--- config.mk ---
export PLATFORM = sky130hd
export DESIGN_NAME = rfnb_lane
export DESIGN_NICKNAME = d
export VERILOG_FILES = /design/src/sv/rfnb_pkg.sv /design/src/sv/rfnb_lane.sv
export SDC_FILE = /design/constraint.sdc
export NUM_CORES = 1
export LEC_CHECK = 0
export CELL_PAD_IN_SITES_DETAIL_PLACEMENT = 1
export CELL_PAD_IN_SITES_GLOBAL_PLACEMENT = 2
export CORE_MARGIN = 1.5
export CORE_UTILIZATION = 40
export DETAILED_ROUTE_END_ITERATION = 7
export DONT_BUFFER_PORTS = 1
export PLACE_DENSITY_LB_ADDON = 0.1
export SLEW_MARGIN = 20
export SYNTH_ARGS = -nofsm -noshare
export SYNTH_HDL_FRONTEND = slang
export SYNTH_SLANG_ARGS = --single-unit
--- constraint.sdc ---
create_clock -name vclk -period 9.7
set_input_delay 1.455 -clock vclk [all_inputs]
set_output_delay 1.455 -clock vclk [all_outputs]
set_load 0.05 [all_outputs]
--- src/sv/rfnb_pkg.sv ---
`timescale 1ns / 1ps
package rfnb_pkg;

    localparam int DEF_MAX_WIDTH  = 512;
    localparam int DEF_MAX_HEIGHT = 1024;

    localparam int CHAN_W  = 8;
    localparam int PIX_W   = 3 * CHAN_W;
    localparam int ENTRY_W = 2 * PIX_W;

    localparam int FW_W       = 10;
    localparam int FH_W       = 11;
    localparam int CFG_IDX_W  = 1;
    localparam int CFG_DATA_W = 11;

    localparam logic [CFG_IDX_W-1:0] CFG_FRAME_WIDTH  = 1'd0;
    localparam logic [CFG_IDX_W-1:0] CFG_FRAME_HEIGHT = 1'd1;

    localparam logic [FW_W-1:0] RST_FRAME_WIDTH  = 10'd428;
    localparam logic [FH_W-1:0] RST_FRAME_HEIGHT = 11'd521;

    localparam int MIN_DIM = 2;

    // neighbour counts: interior, edge, corner
    localparam logic [2:0] CNT_INTERIOR = 3'd4;
    localparam logic [2:0] CNT_EDGE     = 3'd3;
    localparam logic [2:0] CNT_CORNER   = 3'd2;

    // floor(x / 3) == (x * 683) >> 11 for every x below 2048
    localparam int SUM_W      = CHAN_W + 2;
    localparam int DIV3_SHIFT = 11;
    localparam int PROD_W     = SUM_W + 10;
    localparam logic [9:0] DIV3_MUL = 10'd683;

    typedef struct packed {
        logic up;
        logic down;
        logic left;
        logic right;
    } t_nbr_sel;

endpackage

--- src/sv/rfnb_lane.sv ---
`timescale 1ns / 1ps
module rfnb_lane (
    input  logic [rfnb_pkg::CHAN_W-1:0] i_up,
    input  logic [rfnb_pkg::CHAN_W-1:0] i_down,
    input  logic [rfnb_pkg::CHAN_W-1:0] i_left,
    input  logic [rfnb_pkg::CHAN_W-1:0] i_right,
    input  rfnb_pkg::t_nbr_sel          i_sel,
    output logic [rfnb_pkg::CHAN_W-1:0] o_mean
);
    import rfnb_pkg::*;

    logic [SUM_W-1:0]  sum;
    logic [2:0]        cnt;
    logic [PROD_W-1:0] prod;

    always_comb begin
        sum = (i_sel.up    ? SUM_W'(i_up)    : '0)
            + (i_sel.down  ? SUM_W'(i_down)  : '0)
            + (i_sel.left  ? SUM_W'(i_left)  : '0)
            + (i_sel.right ? SUM_W'(i_right) : '0);
        cnt = 3'(i_sel.up) + 3'(i_sel.down) + 3'(i_sel.left) + 3'(i_sel.right);
        prod = PROD_W'(sum) * PROD_W'(DIV3_MUL);
        unique case (cnt)
            CNT_INTERIOR: o_mean = sum[SUM_W-1:2];
            CNT_EDGE:     o_mean = CHAN_W'(prod >> DIV3_SHIFT);
            CNT_CORNER:   o_mean = sum[SUM_W-2:1];
            default:      o_mean = '0;
        endcase
    end

endmodule

Word level (Yosys, flattened, before mapping):

Index checks and enable logic that the tools add are counted.

* add/sub/neg operators: 6
* multipliers: 1
* equal/unequal tests: 3
* muxes and demuxes: 5

Operator list (count)
* $mux W8: 4
* $pmux W8 S3: 1
* $mul A10 B10 Y19 const B: 1
* $add A10 B8 Y10: 1
* $add A9 B8 Y10: 1
* $add A8 B8 Y9: 1
* $eq A3 B2 Y1 const B: 2
* $add A2 B1 Y3: 1
* $add A3 B1 Y3: 1
* $eq A3 B3 Y1 const B: 1
* $add A1 B1 Y2: 1

* register bits after elaboration: 0
* input port bits: 36
* output and inout port bits: 8
* logic and storage cells: 15

Logic depth before layout (Yosys ltp):

* depth in word-level cells: 6
* gate-level depth with buffers: 29
* depth with buffers taken out: 29

Least setup slack after synthesis:

OpenSTA, ideal clock, no wires.

* path type: input to output
* start point: input port i_sel[3] (netlist name)
* end point: output port o_mean[0] (netlist name)
* arrival time: 8.655 ns
* data required time: 8.245 ns
* setup slack: -0.410 ns
* stages on the path: 28
* buffers on the path: 0
* cell sequence: and2_1 -> fa_1 -> inv_1 -> fa_1 -> inv_1 -> ha_1 -> inv_1 -> fa_1 -> nor2b_1 -> o31a_1 -> or4_1 -> and3_4 -> clkinv_2 -> ha_1 -> ha_1 -> inv_1 -> fa_1 -> inv_1 -> fa_1 -> inv_1 -> fa_1 -> inv_1 -> ha_1 -> a211oi_2 -> a21oi_1 -> o21a_1 -> o21a_1 -> o32ai_1

* word-level cells in the longest chain between the ends: 6
* elaborated cells on any way between the ends: 12
* those cells by class: add/sub: 6; mul: 1; eq/ne: 3; mux: 2

Ends and longest elaborated chain
* from (decl): line rfnb_lane.sv:7 `input rfnb_pkg::t_nbr_sel i_sel,`
* $mux W8: line rfnb_lane.sv:17 `sum = (i_sel.up ? SUM_W'(i_up) : '0)`
* $add A8 B8 Y9: line rfnb_lane.sv:18 `+ (i_sel.down ? SUM_W'(i_down) : '0)`
* $add A9 B8 Y10: line rfnb_lane.sv:19 `+ (i_sel.left ? SUM_W'(i_left) : '0)`
* $add A10 B8 Y10: line rfnb_lane.sv:20 `+ (i_sel.right ? SUM_W'(i_right) : '0);`
* $mul A10 B10 Y19: line rfnb_lane.sv:22 `prod = PROD_W'(sum) * PROD_W'(DIV3_MUL);`
* $pmux W8 S3 *: line rfnb_lane.sv:23 `unique case (cnt)`
* to (decl): line rfnb_lane.sv:8 `output logic [rfnb_pkg::CHAN_W-1:0] o_mean`

Every way passes the cells marked *; elsewhere a longest branch is shown, timed or not.

Final worst setup path:

* start point: input port i_left[1] (netlist name)
* end point: output port o_mean[6] (netlist name)

* word-level cells in the longest chain between the ends: 5

Ends and longest elaborated chain
* from (decl): line rfnb_lane.sv:5 `input logic [rfnb_pkg::CHAN_W-1:0] i_left,`
* $mux W8 *: line rfnb_lane.sv:19
* $add A9 B8 Y10 *: line rfnb_lane.sv:19
* $add A10 B8 Y10 *: line rfnb_lane.sv:20
* $mul A10 B10 Y19: line rfnb_lane.sv:22
* $pmux W8 S3 *: line rfnb_lane.sv:23

Marks and branches as above.

==> impl_results.md <==
* Final critical-path share of the clock period at 97.72%
* Run status: complete, no violations
* Number of setup violations in the final report at 0
* Most frequent standard cell in the layout excluding fill and tap cells: inv_1
* Synthesized cell area at roughly 3000 um^2
* Category of the most critical setup path: in -> out
* # nets final at slightly above 500
* Initial Util at 41.59%
* Row count at 31
* Instance area at placement at around 3300 um^2
* Hold-fix buffers at CTS at 0
* DRT antenna net count at 0
* Max-capacitance violation count at 0
* Endpoint required time on the critical path at 8.25 ns
* Worst Hold Depth at 3
* Ratio of cells with drive above 1 in the final layout at between 10% and 20%
* Detailed Routing Iterations Pass 1 at 4
* Hold violation count in the final report at 0
* Wire per inst at 17.10 um
* Die H at roughly 90 um
* Die outline width at around 90 um
* Syn Inst Count at around 360
* Synth Warn # at 0
* Post-route setup slack at ~0.22 ns
* Hold Worst Slack at roughly 3.6 ns
* Source of the worst hold timing path: i_sel[2]
* Post-DP HPWL at slightly above 7 mm
* Classification of the worst-slack hold path: in -> out
* Number of slew-limit violations in the final report at 0
* Most repeated library cell on the critical path: fa_1
* Commonest cells after routing, fill and taps aside: inv_1, ha_1, fa_1, and2_1, nand2_1
* Via count at roughly 2600
* Top cells by area, synth: ha_1, fa_1, inv_1, and2_1, xnor2_1
* Critical Path Sink Type: primary output
* Sequential cell count of the final layout at 0
* Count of buffers inserted at the top-level ports at 0
* Endpoint of the worst hold-timing path: o_mean[0]
* Fill cells at between 800 and 900
* Layout Utilization at a little under half
* Cell type with the largest total area after synthesis: ha_1
* Post-Syn Nets at roughly 500
* Post-route DRC violation count at 0
* Design Area, Final at about 3500 um^2
* Pre-CTS WS at -0.006336 ns
* Area grow syn2layout at 15.06%
* Cell with the biggest individual delay on the critical path: fa_1
* Portion of synthesized cell area occupied by the leading cell type at ~28%
* Highest Clock Rate at 105.5 MHz
* Setup crit start kind: primary input
* Arrival time reported for the critical path endpoint at 8.02 ns
* Longest individual stage delay on the worst path at 0.54 ns
* Core Box Area at roughly 7300 um^2
* Die Outline Area at between 8000 and 9000 um^2
* Clock buffer count in the final layout at 0
* Final Wtd Congestion at around 0.80
* Critical path fanouts, max at 4
* Worst-margin pin slew at a little under 0.6 ns
* Clock period minus worst slack at roughly 9.5 ns
* Count of distinct cell types in the synthesized netlist at 52
* DRT iter0 DRCs at 100
* Register Area at 0 um^2
* Sequential fraction of the synthesis area at 0%
* Overall fraction of global-route tracks in use at 19.79%
* Worst slew margin relative to its limit at approximately 60%
* Antenna diodes at 0
* Overall routed net length at ~8.1 mm
* Global-route wire length before repair at around 13 mm
* Average cell area after synthesis at roughly 8.6 um^2
* I/O pin count at 44
* Final global-route overflow total at 0
* Mean number of vias per cell at around 5.4
* Initial antenna violation count at 0
* Pin count of the biggest net entering global routing at 11
* Number of global-route vias before repair at 2717
-- synth_stat cells (4+ instances only) --
| library cell | n |
|---|---|
| inv_1 | 77 |
| ha_1 | 68 |
| fa_1 | 37 |
| and2_1 | 21 |
| nand2_1 | 20 |
| a21oi_1 | 15 |
| xnor2_1 | 11 |
| a21o_1 | 9 |
| o21ai_0 | 7 |
| nor2b_1 | 6 |
| o21a_1 | 6 |
| a22oi_1 | 5 |
| clkbuf_1 | 5 |
| nand4_1 | 5 |
| nor2_1 | 5 |
| o211ai_1 | 5 |
| nor3_1 | 4 |
-- critical path: cells and delay by family --
kind	cells	cell delay (ns)
simple gates	4	0.92
buf+inv	9	0.59
compound gates	6	1.37
fa+ha+maj	10	3.66
-- metal layers --
| layer | wire [um] | global-route usage [%] | share of wire, % | vias up |
|---|---|---|---|---|
| met5 | 0 | 0 | 0 | - |
| met4 | 0 | 0.3968 | 0 | 0 |
| met3 | 201 | 0.2525 | 2.5 | 0 |
| met2 | 4008 | 33.52 | 50 | 33 |
| met1 | 3862 | 29.83 | 48 | 1280 |
| li1 | - | - | - | 1238 |
-- through the flow --
stage	cells	setup TNS, ns
after global routing	472	-0.04589
final	472	0
after detailed placement	467	-0.006336
after global placement	467	0
after floorplan	356	0
after CTS	467	0
-- timing repair --
action                     4_1_cts  5_1_grt
setup buffers                    0        5
setup endpoints to repair        1        8
resized for setup                0       30
pin swaps                        1       17
-- logic make-up (layout without fill, tap and decap cells) --
family          Yosys count  count (layout)  share of synthesized area (%)
compound gates           74              74                          18.38
xor+xnor                 14              14                          4.514
buf+inv                  86             103                          10.67
simple gates             77              77                          14.24
fa+ha+maj               105             105                          52.20
-- how the worst max path moves through the flow --
stage / startpoint / slack [ns] / end
global placement: i_sel[3] / 0.11 / o_mean[3]
floorplan: i_sel[3] / 0.05 / o_mean[7]
finish: i_left[1] / 0.22 / o_mean[6]
detailed placement: i_sel[3] / -0.006 / o_mean[3]
CTS: i_sel[3] / 0.004 / o_mean[3]
global route: i_left[1] / -0.03 / o_mean[6]
-- area by class of cell --
cell class | count | area [um^2] | share of cell area (%)
Inverter | 80 | 302.8 | 8.631
Multi-Input combinational cell | 270 | 2885 | 82.24
Timing Repair Buffer | 23 | 196.4 | 5.599
Tap cell | 99 | 123.9 | 3.531
Power is not shown: default switching activity piles up to over one toggle a cycle in this logic, so the estimate is an artifact.
